[config.mk]
export PLATFORM = sky130hd
export DESIGN_NAME = dhq_ctrl
export DESIGN_NICKNAME = d
export VERILOG_FILES = /design/src/design/dhq_pkg.sv /design/src/design/dhq_ctrl.sv
export SDC_FILE = /design/constraint.sdc
export NUM_CORES = 1
export LEC_CHECK = 0
export ABC_AREA = 1
export BUFFER_PORTS_ARGS = -buffer_cell sky130_fd_sc_hd__clkbuf_2
export CAP_MARGIN = 10
export CORE_AREA = 2 2 39 41
export DETAILED_ROUTE_END_ITERATION = 8
export DIE_AREA = 0 0 41 43
export GPL_ROUTABILITY_DRIVEN = 0
export GPL_TIMING_DRIVEN = 0
export PLACE_DENSITY = 0.77
export SLEW_MARGIN = 40
export SYNTH_ARGS = -nofsm -noshare
export SYNTH_HDL_FRONTEND = slang
export SYNTH_SLANG_ARGS = --single-unit
export TNS_END_PERCENT = 1
[constraint.sdc]
create_clock -name clk -period 2.25 [get_ports clk]
set_input_delay 0.3375 -clock clk [delete_from_list [all_inputs] [get_ports clk]]
set_output_delay 0.3375 -clock clk [all_outputs]
set_load 0.05 [all_outputs]
[src/design/dhq_pkg.sv]
// Shared types, constants and helper functions for the d-ary heap queue.
`timescale 1ns / 1ps
package dhq_pkg;

  localparam int HEAP_DEPTH = 1024;
  localparam int MAX_ARITY  = 8;
  localparam int DATA_W     = 32;
  localparam int IDX_W      = $clog2(HEAP_DEPTH);
  localparam int CNT_W      = IDX_W + 1;
  localparam int ARITY_W    = 4;
  localparam int CHILD_W    = IDX_W + ARITY_W;
  localparam int RECIP_SH   = IDX_W + 6;
  localparam int RECIP_W    = RECIP_SH;

  // Reciprocals rounded up, so (x * RC) >> RECIP_SH equals x / d for every index.
  localparam int RC2 = ((2 ** RECIP_SH) + 1) / 2;
  localparam int RC3 = ((2 ** RECIP_SH) + 2) / 3;
  localparam int RC4 = ((2 ** RECIP_SH) + 3) / 4;
  localparam int RC5 = ((2 ** RECIP_SH) + 4) / 5;
  localparam int RC6 = ((2 ** RECIP_SH) + 5) / 6;
  localparam int RC7 = ((2 ** RECIP_SH) + 6) / 7;
  localparam int RC8 = ((2 ** RECIP_SH) + 7) / 8;

  typedef enum logic [1:0] {
    OP_INSERT   = 2'd0,
    OP_EXTRACT  = 2'd1,
    OP_INCREASE = 2'd2,
    OP_UNUSED   = 2'd3
  } op_e;

  typedef enum logic [1:0] {
    ST_OK       = 2'd0,
    ST_EMPTY    = 2'd1,
    ST_NOTFOUND = 2'd2,
    ST_FULL     = 2'd3
  } status_e;

  typedef enum logic [3:0] {
    S_IDLE, S_DISPATCH, S_EX_RD1, S_EX_CAP, S_UP_RD, S_UP_CMP, S_UP_END,
    S_DN_INIT, S_DN_RD, S_DN_CMP, S_DN_END, S_SR_RD, S_SR_CMP, S_RESP
  } state_t;

  typedef enum logic [3:0] {
    CMD_NOP, CMD_LOAD, CMD_INS_INIT, CMD_EX_RD0, CMD_EX_RD1, CMD_EX_CAP,
    CMD_UP_RD, CMD_UP_SWAP, CMD_WR_CUR, CMD_DN_INIT, CMD_DN_RD, CMD_DN_CMP,
    CMD_DN_MOVE, CMD_SR_INIT, CMD_SR_RD, CMD_SR_NEXT
  } dp_cmd_t;

  typedef struct packed {
    dp_cmd_t cmd;
    logic    sr_hit_take;
    logic    set_status;
    status_e status;
  } ctrl_cmd_t;

  typedef struct packed {
    op_e  op;
    logic full;
    logic empty;
    logic at_root;
    logic up_gt;
    logic dn_end;
    logic best_found;
    logic sr_end;
    logic sr_hit;
    logic moved;
  } dp_stat_t;

  function automatic logic [ARITY_W-1:0] eff_arity(input logic [ARITY_W-1:0] a);
    logic [ARITY_W-1:0] d;
    d = a;
    if (a < ARITY_W'(2)) d = ARITY_W'(2);
    if (a > ARITY_W'(MAX_ARITY)) d = ARITY_W'(MAX_ARITY);
    return d;
  endfunction

  function automatic logic [RECIP_W-1:0] recip(input logic [ARITY_W-1:0] d);
    logic [RECIP_W-1:0] r;
    case (d)
      ARITY_W'(3): r = RECIP_W'(RC3);
      ARITY_W'(4): r = RECIP_W'(RC4);
      ARITY_W'(5): r = RECIP_W'(RC5);
      ARITY_W'(6): r = RECIP_W'(RC6);
      ARITY_W'(7): r = RECIP_W'(RC7);
      ARITY_W'(8): r = RECIP_W'(RC8);
      default:     r = RECIP_W'(RC2);
    endcase
    return r;
  endfunction

endpackage

[src/design/dhq_ctrl.sv]
// Controller state machine that sequences insert, extract, search and sifting.
`timescale 1ns / 1ps
module dhq_ctrl import dhq_pkg::*; (
  input  logic      clk,
  input  logic      rst,
  input  logic      in_valid,
  output logic      in_ready,
  output logic      out_valid,
  input  logic      out_ready,
  input  dp_stat_t  stat,
  output ctrl_cmd_t cmd
);
  state_t state, state_next;

  always_ff @(posedge clk) begin
    if (rst) begin
      state <= S_IDLE;
    end else begin
      state <= state_next;
    end
  end

  always_comb begin
    state_next      = state;
    cmd.cmd         = CMD_NOP;
    cmd.sr_hit_take = 1'b0;
    cmd.set_status  = 1'b0;
    cmd.status      = ST_OK;
    in_ready        = 1'b0;
    out_valid       = 1'b0;
    case (state)
      S_IDLE: begin
        in_ready = 1'b1;
        if (in_valid) begin
          cmd.cmd        = CMD_LOAD;
          cmd.set_status = 1'b1;
          state_next     = S_DISPATCH;
        end
      end
      S_DISPATCH: begin
        case (stat.op)
          OP_INSERT: begin
            if (stat.full) begin
              cmd.set_status = 1'b1;
              cmd.status     = ST_FULL;
              state_next     = S_RESP;
            end else begin
              cmd.cmd    = CMD_INS_INIT;
              state_next = S_UP_RD;
            end
          end
          OP_EXTRACT: begin
            if (stat.empty) begin
              cmd.set_status = 1'b1;
              cmd.status     = ST_EMPTY;
              state_next     = S_RESP;
            end else begin
              cmd.cmd    = CMD_EX_RD0;
              state_next = S_EX_RD1;
            end
          end
          OP_INCREASE: begin
            cmd.cmd    = CMD_SR_INIT;
            state_next = S_SR_RD;
          end
          default: state_next = S_RESP;
        endcase
      end
      S_EX_RD1: begin
        cmd.cmd    = CMD_EX_RD1;
        state_next = S_EX_CAP;
      end
      S_EX_CAP: begin
        cmd.cmd    = CMD_EX_CAP;
        state_next = S_DN_INIT;
      end
      S_SR_RD: begin
        if (stat.sr_end) begin
          cmd.set_status = 1'b1;
          cmd.status     = ST_NOTFOUND;
          state_next     = S_RESP;
        end else begin
          cmd.cmd    = CMD_SR_RD;
          state_next = S_SR_CMP;
        end
      end
      S_SR_CMP: begin
        cmd.cmd         = CMD_SR_NEXT;
        cmd.sr_hit_take = stat.sr_hit;
        state_next      = stat.sr_hit ? S_UP_RD : S_SR_RD;
      end
      S_UP_RD: begin
        if (stat.at_root) begin
          state_next = S_UP_END;
        end else begin
          cmd.cmd    = CMD_UP_RD;
          state_next = S_UP_CMP;
        end
      end
      S_UP_CMP: begin
        if (stat.up_gt) begin
          cmd.cmd    = CMD_UP_SWAP;
          state_next = S_UP_RD;
        end else begin
          state_next = S_UP_END;
        end
      end
      S_UP_END: begin
        // An increased key that did not rise may still have to sink.
        if (stat.op == OP_INCREASE && !stat.moved) begin
          state_next = S_DN_INIT;
        end else begin
          cmd.cmd    = CMD_WR_CUR;
          state_next = S_RESP;
        end
      end
      S_DN_INIT: begin
        cmd.cmd    = CMD_DN_INIT;
        state_next = S_DN_RD;
      end
      S_DN_RD: begin
        if (stat.dn_end) begin
          state_next = S_DN_END;
        end else begin
          cmd.cmd    = CMD_DN_RD;
          state_next = S_DN_CMP;
        end
      end
      S_DN_CMP: begin
        cmd.cmd    = CMD_DN_CMP;
        state_next = S_DN_RD;
      end
      S_DN_END: begin
        if (stat.best_found) begin
          cmd.cmd    = CMD_DN_MOVE;
          state_next = S_DN_INIT;
        end else begin
          cmd.cmd    = CMD_WR_CUR;
          state_next = S_RESP;
        end
      end
      S_RESP: begin
        out_valid = 1'b1;
        if (out_ready) begin
          state_next = S_IDLE;
        end
      end
      default: state_next = S_IDLE;
    endcase
  end

  a_one_side: assert property (@(posedge clk) disable iff (rst)
    !(out_valid && in_ready)) else $error("item taken while result pending");
  a_resp_hold: assert property (@(posedge clk) disable iff (rst)
    (state == S_RESP && !out_ready) |=> state == S_RESP)
    else $error("result dropped before it was taken");
  a_load_next: assert property (@(posedge clk) disable iff (rst)
    (in_valid && in_ready) |=> state == S_DISPATCH)
    else $error("accepted item not dispatched");
endmodule

==> results_dict.tcl <==
set metrics [dict create \
    grt_max_degree 8 \
    p_leak_uw 0.000502 \
    die_h_um 43 \
    synth_seq_area_share 0.133 \
    post_drt_wl_per_cell_um 10.3 \
    ir_worst_vdd_mv 0.882 \
    cts-root-buf "clkbuf_4" \
    overflow 0 \
    period_share 0.885 \
    finalSetupViolCount 0 \
    crit_path_cell_trace "nor2_1, nand2_2, o22ai_1, inv_1, o2111ai_1, clkbuf_2" \
    top_register "state" \
    clk_pin_slew_ns 0.04 \
    hold_viol 0 \
    grt_pass1_vias 697 \
    finalSetupTns_ns 0 \
    synthesis.nets 135 \
    worstSetupEndpointType "primary output" \
    status "completed" \
    clock_latency_ns 0.23 \
    critPathMaxFanout 5 \
    synth_xor_xnor_area_share 0 \
    min_from "rst" \
    cts_setup_buffers 0 \
    hold_class "input port to flip-flop" \
    cts_buffers 3 \
    die_x_um 41 \
    largest_registers "state x4" \
    holdWs_ns 0.310 \
    crit_slowest_cell "dfxtp_1" \
    clock-skew-final_ns 0.000816 \
    synth_top_family_by_area "simple AND/OR/NAND/NOR gates" \
    path_class "flip-flop to primary output" \
    cap_violations 0 \
    post-dp-hpwl_mm 1.39 \
    antenna_found_initial 0 \
    coreArea_mm2 0.00138 \
    rr_worst_depth 7 \
    drive_above_1_share 0.252 \
    drv_slew 0 \
    die_area_mm2 0.00176 \
    num_antenna_cells 0 \
    critPathMaxStageDelay_ns 0.35 \
    track_usage 0.219 \
    antenna_left 0 \
    portBuffers 24 \
    tightest_slew_ns 0.334 \
    syn_inst 120 \
    via_count 843 \
    routed_via_density 5.17 \
    netlist_area_um2 601 \
    largest_register_ffs 4 \
    pin_count 25 \
    synth-compound-area-share 0.108 \
    cts_tree "built" \
    synth-simple-area-share 0.602 \
    ctsResizeCount 0 \
    cts_hold_buf 0 \
    hold_depth 2 \
    cts.sinks 4 \
    synthAdderAreaFrac 0 \
    drt_iter0_drc 42 \
    initial_utilization 0.434 \
    grt_pass1_wl_mm 2.72 \
    area_delta_synth_final_pct 27.1 \
    slew_headroom 0.776 \
    crit_arrival_ns 1.65 \
    p_per_area_mw_per_mm2 1650 \
    cp-startpoint "state[3]$_SDFFE_PP0P_" \
    nNetsFinal 164 \
    yosys.cell_types.count 17 \
    synth_seq_cells 4 \
    rows 14 \
    htree_num_levels 1 \
    drc 0 \
    timing.rr.start "state[1]$_SDFFE_PP0P_" \
    cts_buffer_depth 2 \
    required_ns 1.91 \
    drt-total-wl_mm 1.68 \
    finalCriticalPeriod_ns 1.99 \
    r2r_end "state[0]$_SDFFE_PP0P_" \
    avgSynthCellArea_um2 5.00 \
    drt_pre_antenna_iters 4 \
    hold-path-endpoint "state[0]$_SDFFE_PP0P_" \
    fmax_ghz 0.502 \
    synth.area.mux_share 0 \
    synth_warnings 0 \
    nFillCells 148 \
    worst-r2r-setup-slack_ns 0.96 \
    cp-start-kind "flip-flop" \
    rsz0062_at_grt "no" \
]
-- report_power, final --
part           switching (uW)  internal (uW)  leakage [uW]
Clock                    28.3           59.6     0.0000138
Sequential               54.6            107     0.0000330
Combinational             757            257      0.000455
Total                     840            423      0.000502
-- critical path: cells and delay by family (launching register included) --
family | cells | cell delay [ns]
compound gates | 2 | 0.24
buf+inv | 2 | 0.38
flops | 1 | 0.35
simple gates | 2 | 0.45
-- layout make-up --
cell class                 instances  area [um2]  share of cell area
clock buffer                       3        22.5              0.0295
tap                               16        20.0              0.0262
sequential                         4        80.1               0.105
multi-input combinational         91         427               0.559
timing repair buffer              24         120               0.157
inverter                          25        93.8               0.123
-- through the flow --
step / worst slack, ns / instances / instance area [um2] / total power, uW / utilization
finish: 0.259 / 163 / 763 / 1260 / 0.552
global route: 0.0943 / 163 / 763 / 1370 / 0.552
CTS: 0.260 / 163 / 763 / 1260 / 0.552
detailed placement: 0.516 / 160 / 741 / 1170 / 0.535
global placement: 0.517 / 160 / 741 / 1160 / 0.535
floorplan: 0.342 / 120 / 601 / 961 / -
-- worst max-delay path by stage --
stage               endpoint  slack, ns  cells past startpoint
floorplan             cmd[4]       0.34                      5
global placement      cmd[2]       0.52                      6
detailed placement    cmd[7]       0.52                      6
CTS                   cmd[7]       0.26                      6
global route          cmd[2]       0.09                      6
finish                cmd[7]       0.26                      6
-- layout by cell type (no fill, tap or decap) --
| cell | count |
|---|---|
| nand3_2 | 1 |
| dfxtp_1 | 4 |
| nand2_1 | 35 |
| o22ai_1 | 2 |
| inv_1 | 22 |
| a21oi_2 | 1 |
| inv_2 | 3 |
| nor2_2 | 2 |
| clkbuf_2 | 24 |
| nor3_1 | 2 |
| nor2_4 | 2 |
| o2111ai_1 | 1 |
| nor2_1 | 19 |
| a21oi_1 | 5 |
| o21ai_0 | 2 |
| nand3_1 | 12 |
| clkbuf_4 | 3 |
| nand2_2 | 1 |
| nand4_1 | 6 |
-- cells in the mapped netlist --
master	number	area (um2)
a21oi_1	5	25.0
nand3_1	12	60.1
inv_2	3	11.3
dfxtp_1	4	80.1
o2111ai_1	1	8.76
nor2_1	19	71.3
nor2_4	2	22.5
nand2_1	35	131
nand2_2	1	6.26
nor3_1	2	10.0
nand4_1	6	37.5
nor2_2	2	12.5
a21oi_2	1	8.76
nand3_2	1	10.0
o21ai_0	2	10.0
inv_1	22	82.6
o22ai_1	2	12.5
-- kinds of logic after synthesis --
logic type | count (synthesis)
AOI/OAI and AO/OA | 11
and+or+nand+nor | 80
DFF | 4
buffers and inverters | 25
-- layer usage --
layer,GRT usage,vias up,wire (um)
met5,0,-,0
met4,0.0800,0,8
met3,0.0157,2,111
met2,0.338,35,793
met1,0.305,369,764
li1,-,437,-
(Power assumes the default switching activity.)
